File: src/design/bptc_pkg.sv
`timescale 1ns / 1ps
// Shared widths, constants, operation codes and controller/datapath
// command types for the barometric compensation core. No dependencies.
package bptc_pkg;

	// Port widths
	localparam int RAW_W = 24;
	localparam int CFG_W = 24;
	localparam int IDX_W = 3;
	localparam int PRS_W = 28;
	localparam int TMP_W = 18;

	// Shared multiplier: A operand times B operand, B taken in two halves
	localparam int A_W  = 29;
	localparam int B_W  = 44;
	localparam int BL_W = 22;
	localparam int BH_W = B_W - BL_W;
	localparam int P_W  = A_W + B_W;

	// Reciprocals for the oversampling scale, 2^32 / 62 and 2^32 / 14
	localparam int RECIP_SH = 32;
	localparam logic signed [B_W-1:0] RECIP_62 = 44'sd69273666;
	localparam logic signed [B_W-1:0] RECIP_14 = 44'sd306783378;
	localparam int R_W = A_W + 2;

	// Datapath register widths, sized to the value ranges
	localparam int X_W     = 23;
	localparam int Y_W     = 23;
	localparam int A_REG_W = 38;
	localparam int B_REG_W = 43;
	localparam int S_W     = 48;
	localparam int T_W     = 34;
	localparam int PS_W    = S_W + 1;
	localparam int TS_W    = T_W + 1;

	localparam logic signed [PRS_W-1:0] PRS_MAX = {1'b0, {(PRS_W-1){1'b1}}};
	localparam logic signed [PRS_W-1:0] PRS_MIN = {1'b1, {(PRS_W-1){1'b0}}};
	localparam logic signed [TMP_W-1:0] TMP_MAX = {1'b0, {(TMP_W-1){1'b1}}};
	localparam logic signed [TMP_W-1:0] TMP_MIN = {1'b1, {(TMP_W-1){1'b0}}};

	// Configuration register indexes
	localparam logic [IDX_W-1:0] REG_P_OFFSET = 3'd0;
	localparam logic [IDX_W-1:0] REG_P_LINEAR = 3'd1;
	localparam logic [IDX_W-1:0] REG_P_SQUARE = 3'd2;
	localparam logic [IDX_W-1:0] REG_P_CUBE   = 3'd3;
	localparam logic [IDX_W-1:0] REG_T_TERM   = 3'd4;
	localparam logic [IDX_W-1:0] REG_X_LINEAR = 3'd5;
	localparam logic [IDX_W-1:0] REG_X_SQUARE = 3'd6;
	localparam logic [IDX_W-1:0] REG_T_COEFS  = 3'd7;

	// Polynomial steps in evaluation order
	typedef enum logic [3:0] {
		OP_X,	// scaled pressure
		OP_Y,	// scaled temperature
		OP_A,	// c20 + x*c30
		OP_B,	// c10 + x*a
		OP_S,	// c00 + x*b
		OP_E,	// c11 + x*c21
		OP_F,	// c01 + x*e
		OP_G,	// s + y*f
		OP_T	// c0/2 + c1*y
	} op_t;

	typedef struct packed {
		logic load;
		logic mul_lo;
		logic mul_hi;
		logic wb;
		logic finish;
		op_t  op;
	} cmd_t;

	typedef struct packed {
		logic out_full;
	} stat_t;

	// Steps whose B operand fits the low half take one multiplier pass
	function automatic logic op_single(op_t op);
		return (op == OP_A) || (op == OP_E) || (op == OP_T);
	endfunction

endpackage

File: src/design/bptc_mul.sv
`timescale 1ns / 1ps
// Shared signed multiplier with accumulator: one or two partial products.
// Depends on bptc_pkg.
module bptc_mul (
	input  logic                          clk,
	input  logic                          lo,
	input  logic                          hi,
	input  logic                          single,
	input  logic signed [bptc_pkg::A_W-1:0] a,
	input  logic signed [bptc_pkg::B_W-1:0] b,
	output logic signed [bptc_pkg::P_W-1:0] acc
);
	import bptc_pkg::*;

	logic signed [BL_W:0]        b_lo_ext;
	logic signed [BH_W-1:0]      b_hi;
	logic signed [A_W+BL_W:0]    p_lo;
	logic signed [A_W+BH_W-1:0]  p_hi;
	logic signed [P_W-1:0]       acc_q;

	// low half is unsigned in a split product, signed when it is the whole operand
	assign b_lo_ext = single ? {b[BL_W-1], b[BL_W-1:0]} : {1'b0, b[BL_W-1:0]};
	assign b_hi     = b[B_W-1:BL_W];
	assign p_lo     = a * b_lo_ext;
	assign p_hi     = a * b_hi;

	always_ff @(posedge clk) begin
		if (lo) begin
			acc_q <= P_W'(p_lo);
		end else if (hi) begin
			acc_q <= acc_q + {p_hi, {BL_W{1'b0}}};
		end
	end

	assign acc = acc_q;

endmodule

File: src/design/bptc_datapath.sv
`timescale 1ns / 1ps
// Datapath: calibration registers, held temperature, operand select,
// write-back of each polynomial step, rounding, saturation and result register.
// Depends on bptc_pkg and bptc_mul.
module bptc_datapath (
	input  logic                              clk,
	input  logic                              arst_n,
	input  bptc_pkg::cmd_t                    cmd,
	output bptc_pkg::stat_t                   stat,
	input  logic                              cfg_we,
	input  logic [bptc_pkg::IDX_W-1:0]        cfg_index,
	input  logic [bptc_pkg::CFG_W-1:0]        cfg_data,
	input  logic                              temp_ready,
	input  logic signed [bptc_pkg::RAW_W-1:0] temp_raw,
	input  logic signed [bptc_pkg::RAW_W-1:0] pressure_raw,
	input  logic                              out_ready,
	output logic                              out_valid,
	output logic signed [bptc_pkg::PRS_W-1:0] pressure_comp,
	output logic signed [bptc_pkg::TMP_W-1:0] temperature_comp,
	output logic                              saturated
);
	import bptc_pkg::*;

	logic signed [19:0]      c00_q, c10_q;
	logic signed [15:0]      c20_q, c30_q, c01_q, c11_q, c21_q;
	logic [23:0]             tcoef_q;
	logic signed [11:0]      c0, c1;
	logic signed [RAW_W-1:0] held_q, p_q;

	logic signed [X_W-1:0]     x_q;
	logic signed [Y_W-1:0]     y_q;
	logic signed [A_REG_W-1:0] a_q;	// a, then e
	logic signed [B_REG_W-1:0] b_q;	// b, then f
	logic signed [S_W-1:0]     s_q;
	logic signed [T_W-1:0]     t_q;

	logic signed [A_W-1:0] n_val, m_val, mul_a;
	logic signed [B_W-1:0] mul_b;
	logic signed [P_W-1:0] acc, rnd16, rnd20;

	logic signed [X_W-1:0] q0x, x_next;
	logic signed [Y_W-1:0] q0y, y_next;
	logic signed [R_W-1:0] rx, ry;

	logic signed [PS_W-1:0] ps;
	logic signed [TS_W-1:0] ts;
	logic                   p_hi_clip, p_lo_clip, t_hi_clip, t_lo_clip;
	logic signed [PRS_W-1:0] p_sat;
	logic signed [TMP_W-1:0] t_sat;

	logic                    out_valid_q, sat_q;
	logic signed [PRS_W-1:0] prs_q;
	logic signed [TMP_W-1:0] tmp_q;

	assign c0 = tcoef_q[23:12];
	assign c1 = tcoef_q[11:0];

	always_ff @(posedge clk or negedge arst_n) begin
		if (!arst_n) begin
			c00_q   <= '0;
			c10_q   <= '0;
			c20_q   <= '0;
			c30_q   <= '0;
			c01_q   <= '0;
			c11_q   <= '0;
			c21_q   <= '0;
			tcoef_q <= '0;
		end else if (cfg_we) begin
			unique case (cfg_index)
				REG_P_OFFSET: c00_q   <= cfg_data[19:0];
				REG_P_LINEAR: c10_q   <= cfg_data[19:0];
				REG_P_SQUARE: c20_q   <= cfg_data[15:0];
				REG_P_CUBE:   c30_q   <= cfg_data[15:0];
				REG_T_TERM:   c01_q   <= cfg_data[15:0];
				REG_X_LINEAR: c11_q   <= cfg_data[15:0];
				REG_X_SQUARE: c21_q   <= cfg_data[15:0];
				REG_T_COEFS:  tcoef_q <= cfg_data[23:0];
			endcase
		end
	end

	always_ff @(posedge clk or negedge arst_n) begin
		if (!arst_n) begin
			held_q <= '0;
		end else if (cmd.load && temp_ready) begin
			held_q <= temp_raw;
		end
	end

	// numerators of the oversampling scale: 16p + 31 over 62, 4t + 7 over 14
	assign n_val = (A_W'(p_q) <<< 4) + A_W'(31);
	assign m_val = (A_W'(held_q) <<< 2) + A_W'(7);

	always_comb begin
		mul_a = A_W'(x_q);
		mul_b = RECIP_62;
		unique case (cmd.op)
			OP_X: begin mul_a = n_val;        mul_b = RECIP_62;      end
			OP_Y: begin mul_a = m_val;        mul_b = RECIP_14;      end
			OP_A: begin mul_a = A_W'(x_q);    mul_b = B_W'(c30_q);   end
			OP_B: begin mul_a = A_W'(x_q);    mul_b = B_W'(a_q);     end
			OP_S: begin mul_a = A_W'(x_q);    mul_b = B_W'(b_q);     end
			OP_E: begin mul_a = A_W'(x_q);    mul_b = B_W'(c21_q);   end
			OP_F: begin mul_a = A_W'(x_q);    mul_b = B_W'(a_q);     end
			OP_G: begin mul_a = A_W'(y_q);    mul_b = B_W'(b_q);     end
			OP_T: begin mul_a = A_W'(y_q);    mul_b = B_W'(c1);      end
			default: begin mul_a = A_W'(x_q); mul_b = RECIP_62;      end
		endcase
	end

	bptc_mul u_mul (
		.clk    (clk),
		.lo     (cmd.mul_lo),
		.hi     (cmd.mul_hi),
		.single (op_single(cmd.op)),
		.a      (mul_a),
		.b      (mul_b),
		.acc    (acc)
	);

	assign rnd16 = (acc + (P_W'(1) <<< 15)) >>> 16;
	assign rnd20 = (acc + (P_W'(1) <<< 19)) >>> 20;

	// reciprocal quotient is off by at most one: fix it from the remainder
	assign q0x = acc[RECIP_SH+X_W-1:RECIP_SH];
	assign rx  = R_W'(n_val) - ((R_W'(q0x) <<< 6) - (R_W'(q0x) <<< 1));
	always_comb begin
		priority if (rx < 0) begin
			x_next = q0x - X_W'(1);
		end else if (rx >= R_W'(62)) begin
			x_next = q0x + X_W'(1);
		end else begin
			x_next = q0x;
		end
	end

	assign q0y = acc[RECIP_SH+Y_W-1:RECIP_SH];
	assign ry  = R_W'(m_val) - ((R_W'(q0y) <<< 4) - (R_W'(q0y) <<< 1));
	always_comb begin
		priority if (ry < 0) begin
			y_next = q0y - Y_W'(1);
		end else if (ry >= R_W'(14)) begin
			y_next = q0y + Y_W'(1);
		end else begin
			y_next = q0y;
		end
	end

	always_ff @(posedge clk) begin
		if (cmd.load) begin
			p_q <= pressure_raw;
		end
		if (cmd.wb) begin
			unique case (cmd.op)
				OP_X: x_q <= x_next;
				OP_Y: y_q <= y_next;
				OP_A: a_q <= (A_REG_W'(c20_q) <<< 16) + A_REG_W'(acc);
				OP_B: b_q <= (B_REG_W'(c10_q) <<< 16) + B_REG_W'(rnd16);
				OP_S: s_q <= (S_W'(c00_q) <<< 16) + S_W'(rnd16);
				OP_E: a_q <= (A_REG_W'(c11_q) <<< 16) + A_REG_W'(acc);
				OP_F: b_q <= (B_REG_W'(c01_q) <<< 16) + B_REG_W'(rnd16);
				OP_G: s_q <= s_q + S_W'(rnd20);
				OP_T: t_q <= (T_W'(c0) <<< 19) + T_W'(acc);
				default: t_q <= t_q;
			endcase
		end
	end

	// round to Q4 and Q6, then clip
	assign ps = (PS_W'(s_q) + PS_W'(2048)) >>> 12;
	assign ts = (TS_W'(t_q) + TS_W'(8192)) >>> 14;

	assign p_hi_clip = ps > PS_W'(PRS_MAX);
	assign p_lo_clip = ps < PS_W'(PRS_MIN);
	assign t_hi_clip = ts > TS_W'(TMP_MAX);
	assign t_lo_clip = ts < TS_W'(TMP_MIN);

	always_comb begin
		priority if (p_hi_clip) begin
			p_sat = PRS_MAX;
		end else if (p_lo_clip) begin
			p_sat = PRS_MIN;
		end else begin
			p_sat = ps[PRS_W-1:0];
		end
		priority if (t_hi_clip) begin
			t_sat = TMP_MAX;
		end else if (t_lo_clip) begin
			t_sat = TMP_MIN;
		end else begin
			t_sat = ts[TMP_W-1:0];
		end
	end

	always_ff @(posedge clk or negedge arst_n) begin
		if (!arst_n) begin
			out_valid_q <= 1'b0;
		end else if (cmd.finish) begin
			out_valid_q <= 1'b1;
		end else if (out_ready) begin
			out_valid_q <= 1'b0;
		end
	end

	always_ff @(posedge clk) begin
		if (cmd.finish) begin
			prs_q <= p_sat;
			tmp_q <= t_sat;
			sat_q <= p_hi_clip || p_lo_clip || t_hi_clip || t_lo_clip;
		end
	end

	assign stat.out_full    = out_valid_q;
	assign out_valid        = out_valid_q;
	assign pressure_comp    = prs_q;
	assign temperature_comp = tmp_q;
	assign saturated        = sat_q;

endmodule

File: src/design/bptc_ctrl.sv
`timescale 1ns / 1ps
// Controller: takes an item, steps the shared multiplier through the
// polynomial one operation at a time and hands the result over. Depends on bptc_pkg.
module bptc_ctrl (
	input  logic            clk,
	input  logic            arst_n,
	input  logic            in_valid,
	input  logic            pressure_ready,
	input  logic            out_ready,
	input  bptc_pkg::stat_t stat,
	output logic            in_ready,
	output bptc_pkg::cmd_t  cmd
);
	import bptc_pkg::*;

	localparam logic [2:0] S_IDLE = 3'd0;
	localparam logic [2:0] S_LO   = 3'd1;
	localparam logic [2:0] S_HI   = 3'd2;
	localparam logic [2:0] S_WB   = 3'd3;
	localparam logic [2:0] S_FIN  = 3'd4;

	logic [2:0] state_q, state_d;
	op_t        op_q, op_d;

	always_comb begin
		state_d = state_q;
		op_d    = op_q;
		cmd     = '0;
		cmd.op  = op_q;
		unique case (state_q)
			S_IDLE: begin
				cmd.load = in_valid;
				// a temperature-only poll ends here
				if (in_valid && pressure_ready) begin
					state_d = S_LO;
					op_d    = OP_X;
				end
			end
			S_LO: begin
				cmd.mul_lo = 1'b1;
				state_d    = op_single(op_q) ? S_WB : S_HI;
			end
			S_HI: begin
				cmd.mul_hi = 1'b1;
				state_d    = S_WB;
			end
			S_WB: begin
				cmd.wb = 1'b1;
				if (op_q == OP_T) begin
					state_d = S_FIN;
				end else begin
					op_d    = op_t'(op_q + 4'd1);
					state_d = S_LO;
				end
			end
			S_FIN: begin
				// hold until the result register is free
				if (!stat.out_full || out_ready) begin
					cmd.finish = 1'b1;
					state_d    = S_IDLE;
				end
			end
			default: state_d = S_IDLE;
		endcase
	end

	always_ff @(posedge clk or negedge arst_n) begin
		if (!arst_n) begin
			state_q <= S_IDLE;
			op_q    <= OP_X;
		end else begin
			state_q <= state_d;
			op_q    <= op_d;
		end
	end

	assign in_ready = (state_q == S_IDLE);

	a_start: assert property (@(posedge clk) disable iff (!arst_n)
		in_valid && in_ready && pressure_ready |=> state_q == S_LO && op_q == OP_X)
		else $error("pressure item did not start the polynomial");

	a_poll: assert property (@(posedge clk) disable iff (!arst_n)
		in_valid && in_ready && !pressure_ready |=> in_ready)
		else $error("temperature-only item left the controller busy");

	a_hi: assert property (@(posedge clk) disable iff (!arst_n)
		state_q == S_HI |-> !op_single(op_q))
		else $error("second partial product on a single-pass step");

	a_hold: assert property (@(posedge clk) disable iff (!arst_n)
		state_q == S_FIN && stat.out_full && !out_ready |=> state_q == S_FIN && !cmd.load)
		else $error("result overwrote an item still waiting");

	a_seq: assert property (@(posedge clk) disable iff (!arst_n)
		state_q == S_WB && op_q != OP_T |=> op_q == op_t'($past(op_q) + 4'd1))
		else $error("polynomial step skipped");

endmodule

File: src/design/baro_pressure_temp_compensate_core.sv
`timescale 1ns / 1ps
// Barometric pressure and temperature compensation core.
// Usage:
//   Input channel (in_valid/in_ready) carries one sensor poll: temp_ready,
//   temp_raw, pressure_ready, pressure_raw. A ready temperature is stored on
//   acceptance; a poll with pressure_ready low gives no result and leaves the core idle.
//   A poll with pressure ready runs the calibration polynomial on one shared
//   split multiplier: two reciprocal scalings and seven polynomial steps, each
//   with a low partial product, a high one for wide operands only, and a write-back,
//   then a finish state that rounds, clips and loads the output register. The next
//   item is taken only after the finish state, so a pressure item is not accepted
//   until the previous one has been written to the output register.
//   Output channel (out_valid/out_ready) carries pressure_comp (Q4 Pa),
//   temperature_comp (Q6 C) and saturated. A waiting result does not block the
//   next item; a finished result waits only if the previous one was not taken.
//   Configuration: cfg_we writes cfg_data to register cfg_index at once; write
//   only while idle.
//   Reset clears coefficients, the held temperature and the output valid flag.
// Depends on bptc_pkg, bptc_ctrl, bptc_datapath.
module baro_pressure_temp_compensate_core (
	input  logic                              clk,
	input  logic                              arst_n,
	input  logic                              in_valid,
	output logic                              in_ready,
	input  logic                              temp_ready,
	input  logic signed [bptc_pkg::RAW_W-1:0] temp_raw,
	input  logic                              pressure_ready,
	input  logic signed [bptc_pkg::RAW_W-1:0] pressure_raw,
	output logic                              out_valid,
	input  logic                              out_ready,
	output logic signed [bptc_pkg::PRS_W-1:0] pressure_comp,
	output logic signed [bptc_pkg::TMP_W-1:0] temperature_comp,
	output logic                              saturated,
	input  logic                              cfg_we,
	input  logic [bptc_pkg::IDX_W-1:0]        cfg_index,
	input  logic [bptc_pkg::CFG_W-1:0]        cfg_data
);
	import bptc_pkg::*;

	cmd_t  cmd;
	stat_t stat;

	bptc_ctrl u_ctrl (
		.clk            (clk),
		.arst_n         (arst_n),
		.in_valid       (in_valid),
		.pressure_ready (pressure_ready),
		.out_ready      (out_ready),
		.stat           (stat),
		.in_ready       (in_ready),
		.cmd            (cmd)
	);

	bptc_datapath u_dp (
		.clk              (clk),
		.arst_n           (arst_n),
		.cmd              (cmd),
		.stat             (stat),
		.cfg_we           (cfg_we),
		.cfg_index        (cfg_index),
		.cfg_data         (cfg_data),
		.temp_ready       (temp_ready),
		.temp_raw         (temp_raw),
		.pressure_raw     (pressure_raw),
		.out_ready        (out_ready),
		.out_valid        (out_valid),
		.pressure_comp    (pressure_comp),
		.temperature_comp (temperature_comp),
		.saturated        (saturated)
	);

endmodule

File: config.mk
export PLATFORM = sky130hd
export DESIGN_NAME = baro_pressure_temp_compensate_core
export DESIGN_NICKNAME = d
export VERILOG_FILES = /design/src/design/bptc_pkg.sv /design/src/design/bptc_mul.sv /design/src/design/bptc_datapath.sv /design/src/design/bptc_ctrl.sv /design/src/design/baro_pressure_temp_compensate_core.sv
export SDC_FILE = /design/constraint.sdc
export NUM_CORES = 2
export LEC_CHECK = 0
export CAP_MARGIN = 25
export CORE_ASPECT_RATIO = 0.8
export CORE_UTILIZATION = 45
export DETAILED_ROUTE_END_ITERATION = 16
export DONT_BUFFER_PORTS = 1
export PLACE_DENSITY = 0.62
export REMOVE_ABC_BUFFERS = 1
export SLEW_MARGIN = 20
export SYNTH_ARGS = -nofsm -noshare
export SYNTH_HDL_FRONTEND = slang
export SYNTH_HIERARCHICAL = 1
export SYNTH_SLANG_ARGS = --single-unit
File: constraint.sdc
create_clock -name clk -period 12.6 [get_ports clk]
set_input_delay 2.52 -clock clk [delete_from_list [all_inputs] [get_ports clk]]
set_output_delay 2.52 -clock clk [all_outputs]
set_load 0.01 [all_outputs]
-- After elaboration in Yosys (flattened, before gate mapping)
Cells that the tools add are included.
- register bits: 529
- input bits: 82
- $add $sub $neg: 21
- multipliers: 2
- order comparisons: 8
- equality and inequality tests: 22
- multiplexer cells: 30
- reduce and logical (&&, ||, !) cells: 37
- operators by type and width (kind ; count):
    case mux 44 bit (6 select lines) ; 1
    two-way mux 73 bit ; 2
    two-way mux 23 bit ; 5
    case mux 48 bit (2 select lines) ; 1
    case mux 29 bit (3 select lines) ; 1
    case mux 43 bit (2 select lines) ; 1
    adder 32 x 38 -> 38 bit ; 2
    case mux 38 bit (2 select lines) ; 1
    adder 73 bit ; 1
    adder 68 x 21 -> 68 bit (second input constant) ; 1
    adder 64 x 17 -> 64 bit (second input constant) ; 1
    < comparator 31 x 1 -> 1 bit (second input constant) ; 2
    multiplier 29 x 23 -> 52 bit ; 1
    multiplier 29 x 22 -> 51 bit ; 1
    adder 48 x 13 -> 49 bit (second input constant) ; 1
    adder 36 x 48 -> 48 bit ; 1
    adder 48 bit ; 1
    adder 32 x 43 -> 43 bit ; 1
    adder 36 x 43 -> 43 bit ; 1
    greater-than comparator 37 x 28 -> 1 bit (second input constant) ; 1
    < comparator 37 x 28 -> 1 bit (second input constant) ; 1
    adder 34 x 15 -> 35 bit (second input constant) ; 1
    adder 31 x 34 -> 34 bit ; 1
    >= comparator 31 x 5 -> 1 bit (second input constant) ; 1
    37 further kinds ; 89

-- Depth between registers and ports, before layout
- depth in word-level cells: 7
- depth in mapped cells: 49

-- Cells and area by module
Netlist, hierarchy kept.
- by module, submodules not included (module ; times used ; cells an instance ; area an instance (um2) ; sequential area each (um2)):
    bptc_mul ; 1 ; 5653 ; 51622.0 ; 2192.1
    bptc_datapath ; 1 ; 3377 ; 33357.0 ; 12246.7
    bptc_ctrl ; 1 ; 47 ; 486.7 ; 175.2

-- Least setup slack after synthesis
Ideal clock, no wire load.
- path kind: register to register
- start point: register u_ctrl.op_q[3]
- end point: register u_dp.u_mul.acc_q[72] (netlist: u_dp/u_mul/acc[72]) (data pin)
- arrival time: 10685 ps
- setup slack: 1650 ps
- stages on the path, launching flop included: 45
- clock period less this slack: 10950 ps
- cells stage by stage: dfrtp_1 clkbuf_1 nand2b_1 nor3_1 a221o_1 clkbuf_1 clkbuf_1 a221o_1 clkbuf_1 buf_1 nand2_1 fa_1 fa_1 fa_1 fa_1 inv_1 fa_1 fa_1 [... 9 more ...] a31oi_1 o21bai_1 a31oi_1 o21bai_1 a21oi_1 xnor2_1 ha_1 buf_2 a211oi_2 nand2_1 nor4_1 a31oi_1 o21a_1 or3_1 a221oi_2 xnor2_1 xnor2_1 o21ai_1
- cells in the longest elaborated chain, start to end: 7
- elaborated cells between the ends (all ways): 22
- classes of those cells: add/sub (1); mul (2); eq/ne (8); mux (5); reduce/logical (6)
- ends and longest elaborated chain (what ; RTL line ; source):
    start, declared ; bptc_ctrl.sv:23 ; op_t op_q, op_d;
    start signal, assigned ; bptc_ctrl.sv:73 ; op_q <= op_d;
    == test 4 x 3 -> 1 bit / == test 4 x 2 -> 1 bit (equally long branches) ; bptc_datapath.sv:97 ; unique case (cmd.op)
    OR reduction 2 bit (no line) ; - ;
    case mux 44 bit (6 select lines) (*) ; bptc_datapath.sv:97 ;
    named net u_dp.mul_b[23] ; bptc_datapath.sv:38 ; logic signed [B_W-1:0] mul_b;
    multiplier 29 x 22 -> 51 bit (*) ; bptc_mul.sv:25 ; assign p_hi = a * b_hi;
    adder 73 bit (*) ; bptc_mul.sv:31 ; acc_q <= acc_q + {p_hi, {BL_W{1'b0}}};
    two-way mux 73 bit (*) ; bptc_mul.sv:30 ; end else if (hi) begin
    two-way mux 73 bit (*) ; bptc_mul.sv:28 ; if (lo) begin
    end signal, assigned ; bptc_mul.sv:29 ; acc_q <= P_W'(p_lo);
    end signal, assigned ; bptc_mul.sv:31 ;
    end, declared ; bptc_mul.sv:19 ; logic signed [P_W-1:0] acc_q;
Mark *: on every way through the listed nets, which the timed path passes. The rest lies on a longest branch. The select of a mux whose other input is x is not followed.
A chain may end at the register's enable or synchronous reset.

-- Worst setup path after layout
- start point: register u_dp.held_q[0]
- end point: register u_dp.u_mul.acc_q[67] (netlist: u_dp/u_mul/acc[67]) (data pin)
- cells in the longest elaborated chain, start to end: 6
- elaborated cells between the ends (all ways): 7
- classes of those cells: add/sub (2); mul (2); mux (3)
- ends and longest elaborated chain (what ; RTL line ; source):
    start, declared ; bptc_datapath.sv:28 ; logic signed [RAW_W-1:0] held_q, p_q;
    start signal, assigned ; bptc_datapath.sv:86 ; held_q <= temp_raw;
    adder 26 x 4 -> 27 bit (*) ; bptc_datapath.sv:92 ; assign m_val = (A_W'(held_q) <<< 2) + A_W'(7);
    case mux 29 bit (3 select lines) (*) ; bptc_datapath.sv:97 ;
    named net u_dp.mul_a[22] ; bptc_datapath.sv:37 ; logic signed [A_W-1:0] n_val, m_val, mul_a;
    multiplier 29 x 22 -> 51 bit ; bptc_mul.sv:25 ;
    adder 73 bit ; bptc_mul.sv:31 ;
    two-way mux 73 bit ; bptc_mul.sv:30 ;
    two-way mux 73 bit (*) ; bptc_mul.sv:28 ;
Marked as above.

==> metrics.txt <==
vias in the first global route=about 65000; vias=63600; worst skew pair latency=between 0.6 and 0.7 ns; Slew Limit Fails=0; CP peak stage delay=roughly 0.67 ns; HPWL Detailed=211000 um; Setup crit start kind=flop; core outline area=between 150000 and 200000 um^2; Total Wirelength=265000 um; Syn Area/Cell=9.40 um^2; Setup Skew=0.0486 ns; setup_tns=0 ns; Clock transition at path regs=0.06 ns; final hold viol count=0; Post-Syn Area=83600 um^2; CTS sink cnt=511; CTS tree=built; family with the most delay on the worst path=adder cells; final worst slack=roughly 0.61 ns; H-tree depth=2; CP most frequent cell=fa_1; Hold Slack=~0.42 ns; CTS root buf=clkbuf_16; Yosys warnings=6; Critical-path top delay cell=o21ai_4; Peak Freq=between 80 and 90 MHz; hold crit path type=flop to flop; Final setup viols=0; die area=~190000 um^2; DRC Markers=0; Die Width=between 400 and 500 um; relative slew slack=around a quarter; pin count of the biggest net entering global routing=~180; global-route wire length before repair=around 410000 um; first-pass detailed-route iteration total=7; Crit Path Max Fanout=23; CP Data Arrival Time=between 10 and 15 ns; post-place setup slack=slightly above 0.06 ns; share of cells above drive strength 1=between 7 and 8%; status=completed; hold-fix buffer count after cts=0; IO Pins=about 130; PortBufs=0; CTS Buffer Depth=3; cell count after synthesis=around 8900; Initial DRC Count=about 6000; Critical Path RT=approximately 13 ns; placed cell areas=slightly below 90000 um^2; vias per cell=between 5 and 6; maxcap violations=0; worst-margin pin slew=1.11 ns; WL/cell=23.7 um; antenna violations before repair=12; antenna viol nets, final=0; GRT Total Usage=28.3%; CP Class=flop to flop; Buf/Inv on CP=3; Final Cell Area=a little under 90000 um^2; P&R area growth vs syn=5.77%; CTS buffer count=54; RSZ-0062 raised after global routing=false; Worst setup EP type=flop; Placer Congestion=about 1; Initial Util=45.3%; Final #Nets=between 10000 and 15000; final worst-path cycle share=between 90 and 100%; Die Y=slightly below 400 um; fillcell total=about 17000; num rows=141; total grt overflow=0; Tmin final=~12 ns
-- layer usage --
| layer | up-vias | share of wire [%] | track usage, % |
|---|---|---|---|
| met5 | - | 0.036 | 0 |
| met4 | 12 | 2.4 | 6.43 |
| met3 | 378 | 9.4 | 5.98 |
| met2 | 2812 | 42 | 41.6 |
| met1 | 32300 | 46 | 42.4 |
| li1 | 28100 | - | - |
-- cell usage in the layout (no fill, tap or decap), types with 26 or more instances in the layout --
| master | instances |
|---|---|
| o31ai_1 | 42 |
| or3_1 | 27 |
| or2_2 | 48 |
| nor3_1 | 90 |
| xnor2_1 | 302 |
| nand2_1 | 1176 |
| ha_1 | 587 |
| a221o_1 | 26 |
| edfxtp_1 | 335 |
| nor2_1 | 291 |
| clkbuf_16 | 54 |
| inv_1 | 1485 |
| and2_1 | 446 |
| a21oi_1 | 321 |
| a211oi_1 | 38 |
| nand2b_1 | 51 |
| o21a_1 | 46 |
| mux2_2 | 213 |
| xor2_1 | 186 |
| o21ai_0 | 221 |
| o21bai_1 | 44 |
| and3_1 | 69 |
| nor2b_1 | 31 |
| a31oi_1 | 46 |
| a21o_1 | 151 |
| nand3_1 | 117 |
| dfrtp_1 | 175 |
| nand4_1 | 65 |
| buf_4 | 157 |
| fa_1 | 1349 |
-- what timing repair did --
item	CTS	global route
endpoints found under the setup margin	0	1
hold endpoints to repair	0	0
resized for setup	0	1
setup buffers	0	0
-- final cells by class --
type / instances / area [um^2] / area share (%)
clock inverters: 36 / 349 / 0.395
multi-input cells: 6445 / 62300 / 70.4
flip-flops and latches: 511 / 14500 / 16.4
inverters: 1498 / 5620 / 6.36
clock buffers: 65 / 1430 / 1.62
well taps: 2431 / 3040 / 3.44
diodes: 5 / 12.5 / 0.0141
repair buffers: 163 / 1270 / 1.44
-- per-stage QoR --
stage	utilization (%)	std cells
finish	47.9	11200
global route	47.9	11100
CTS	47.9	11100
detailed placement	46.9	11000
global placement	46.9	11000
floorplan	-	8454
-- sequential cells by signal, summed over array words and instances (netlist names), 21 cells and up --
register            flops
u_dp/pressure_comp     28
u_dp/b_q               43
u_dp/s_q               48
u_dp/p_q               24
u_dp/y_q               23
u_dp/u_mul/acc         68
u_dp/t_q               21
u_dp/tcoef_q           24
u_dp/a_q               38
u_dp/x_q               23
u_dp/held_q            24
-- final timing paths --
kind,startpoint,to,slack (ns),cells past startpoint
worst max-delay path,u_dp/held_q[0],u_dp/u_mul/acc[67],0.61,38
worst min-delay path,u_dp/u_mul/acc[3],u_dp/a_q[3],0.42,0
worst max register to register,u_dp/held_q[0],u_dp/u_mul/acc[67],0.61,38
worst min register to register,u_dp/u_mul/acc[3],u_dp/a_q[3],0.42,0
max in group asynchronous,arst_n,u_dp/held_q[12],10.41,0
min in group asynchronous,arst_n,u_dp/tcoef_q[19],1.55,0
Power is left out: the tool's default activity adds up to more than one toggle a clock period on the data nets, which glitch-free logic cannot reach.
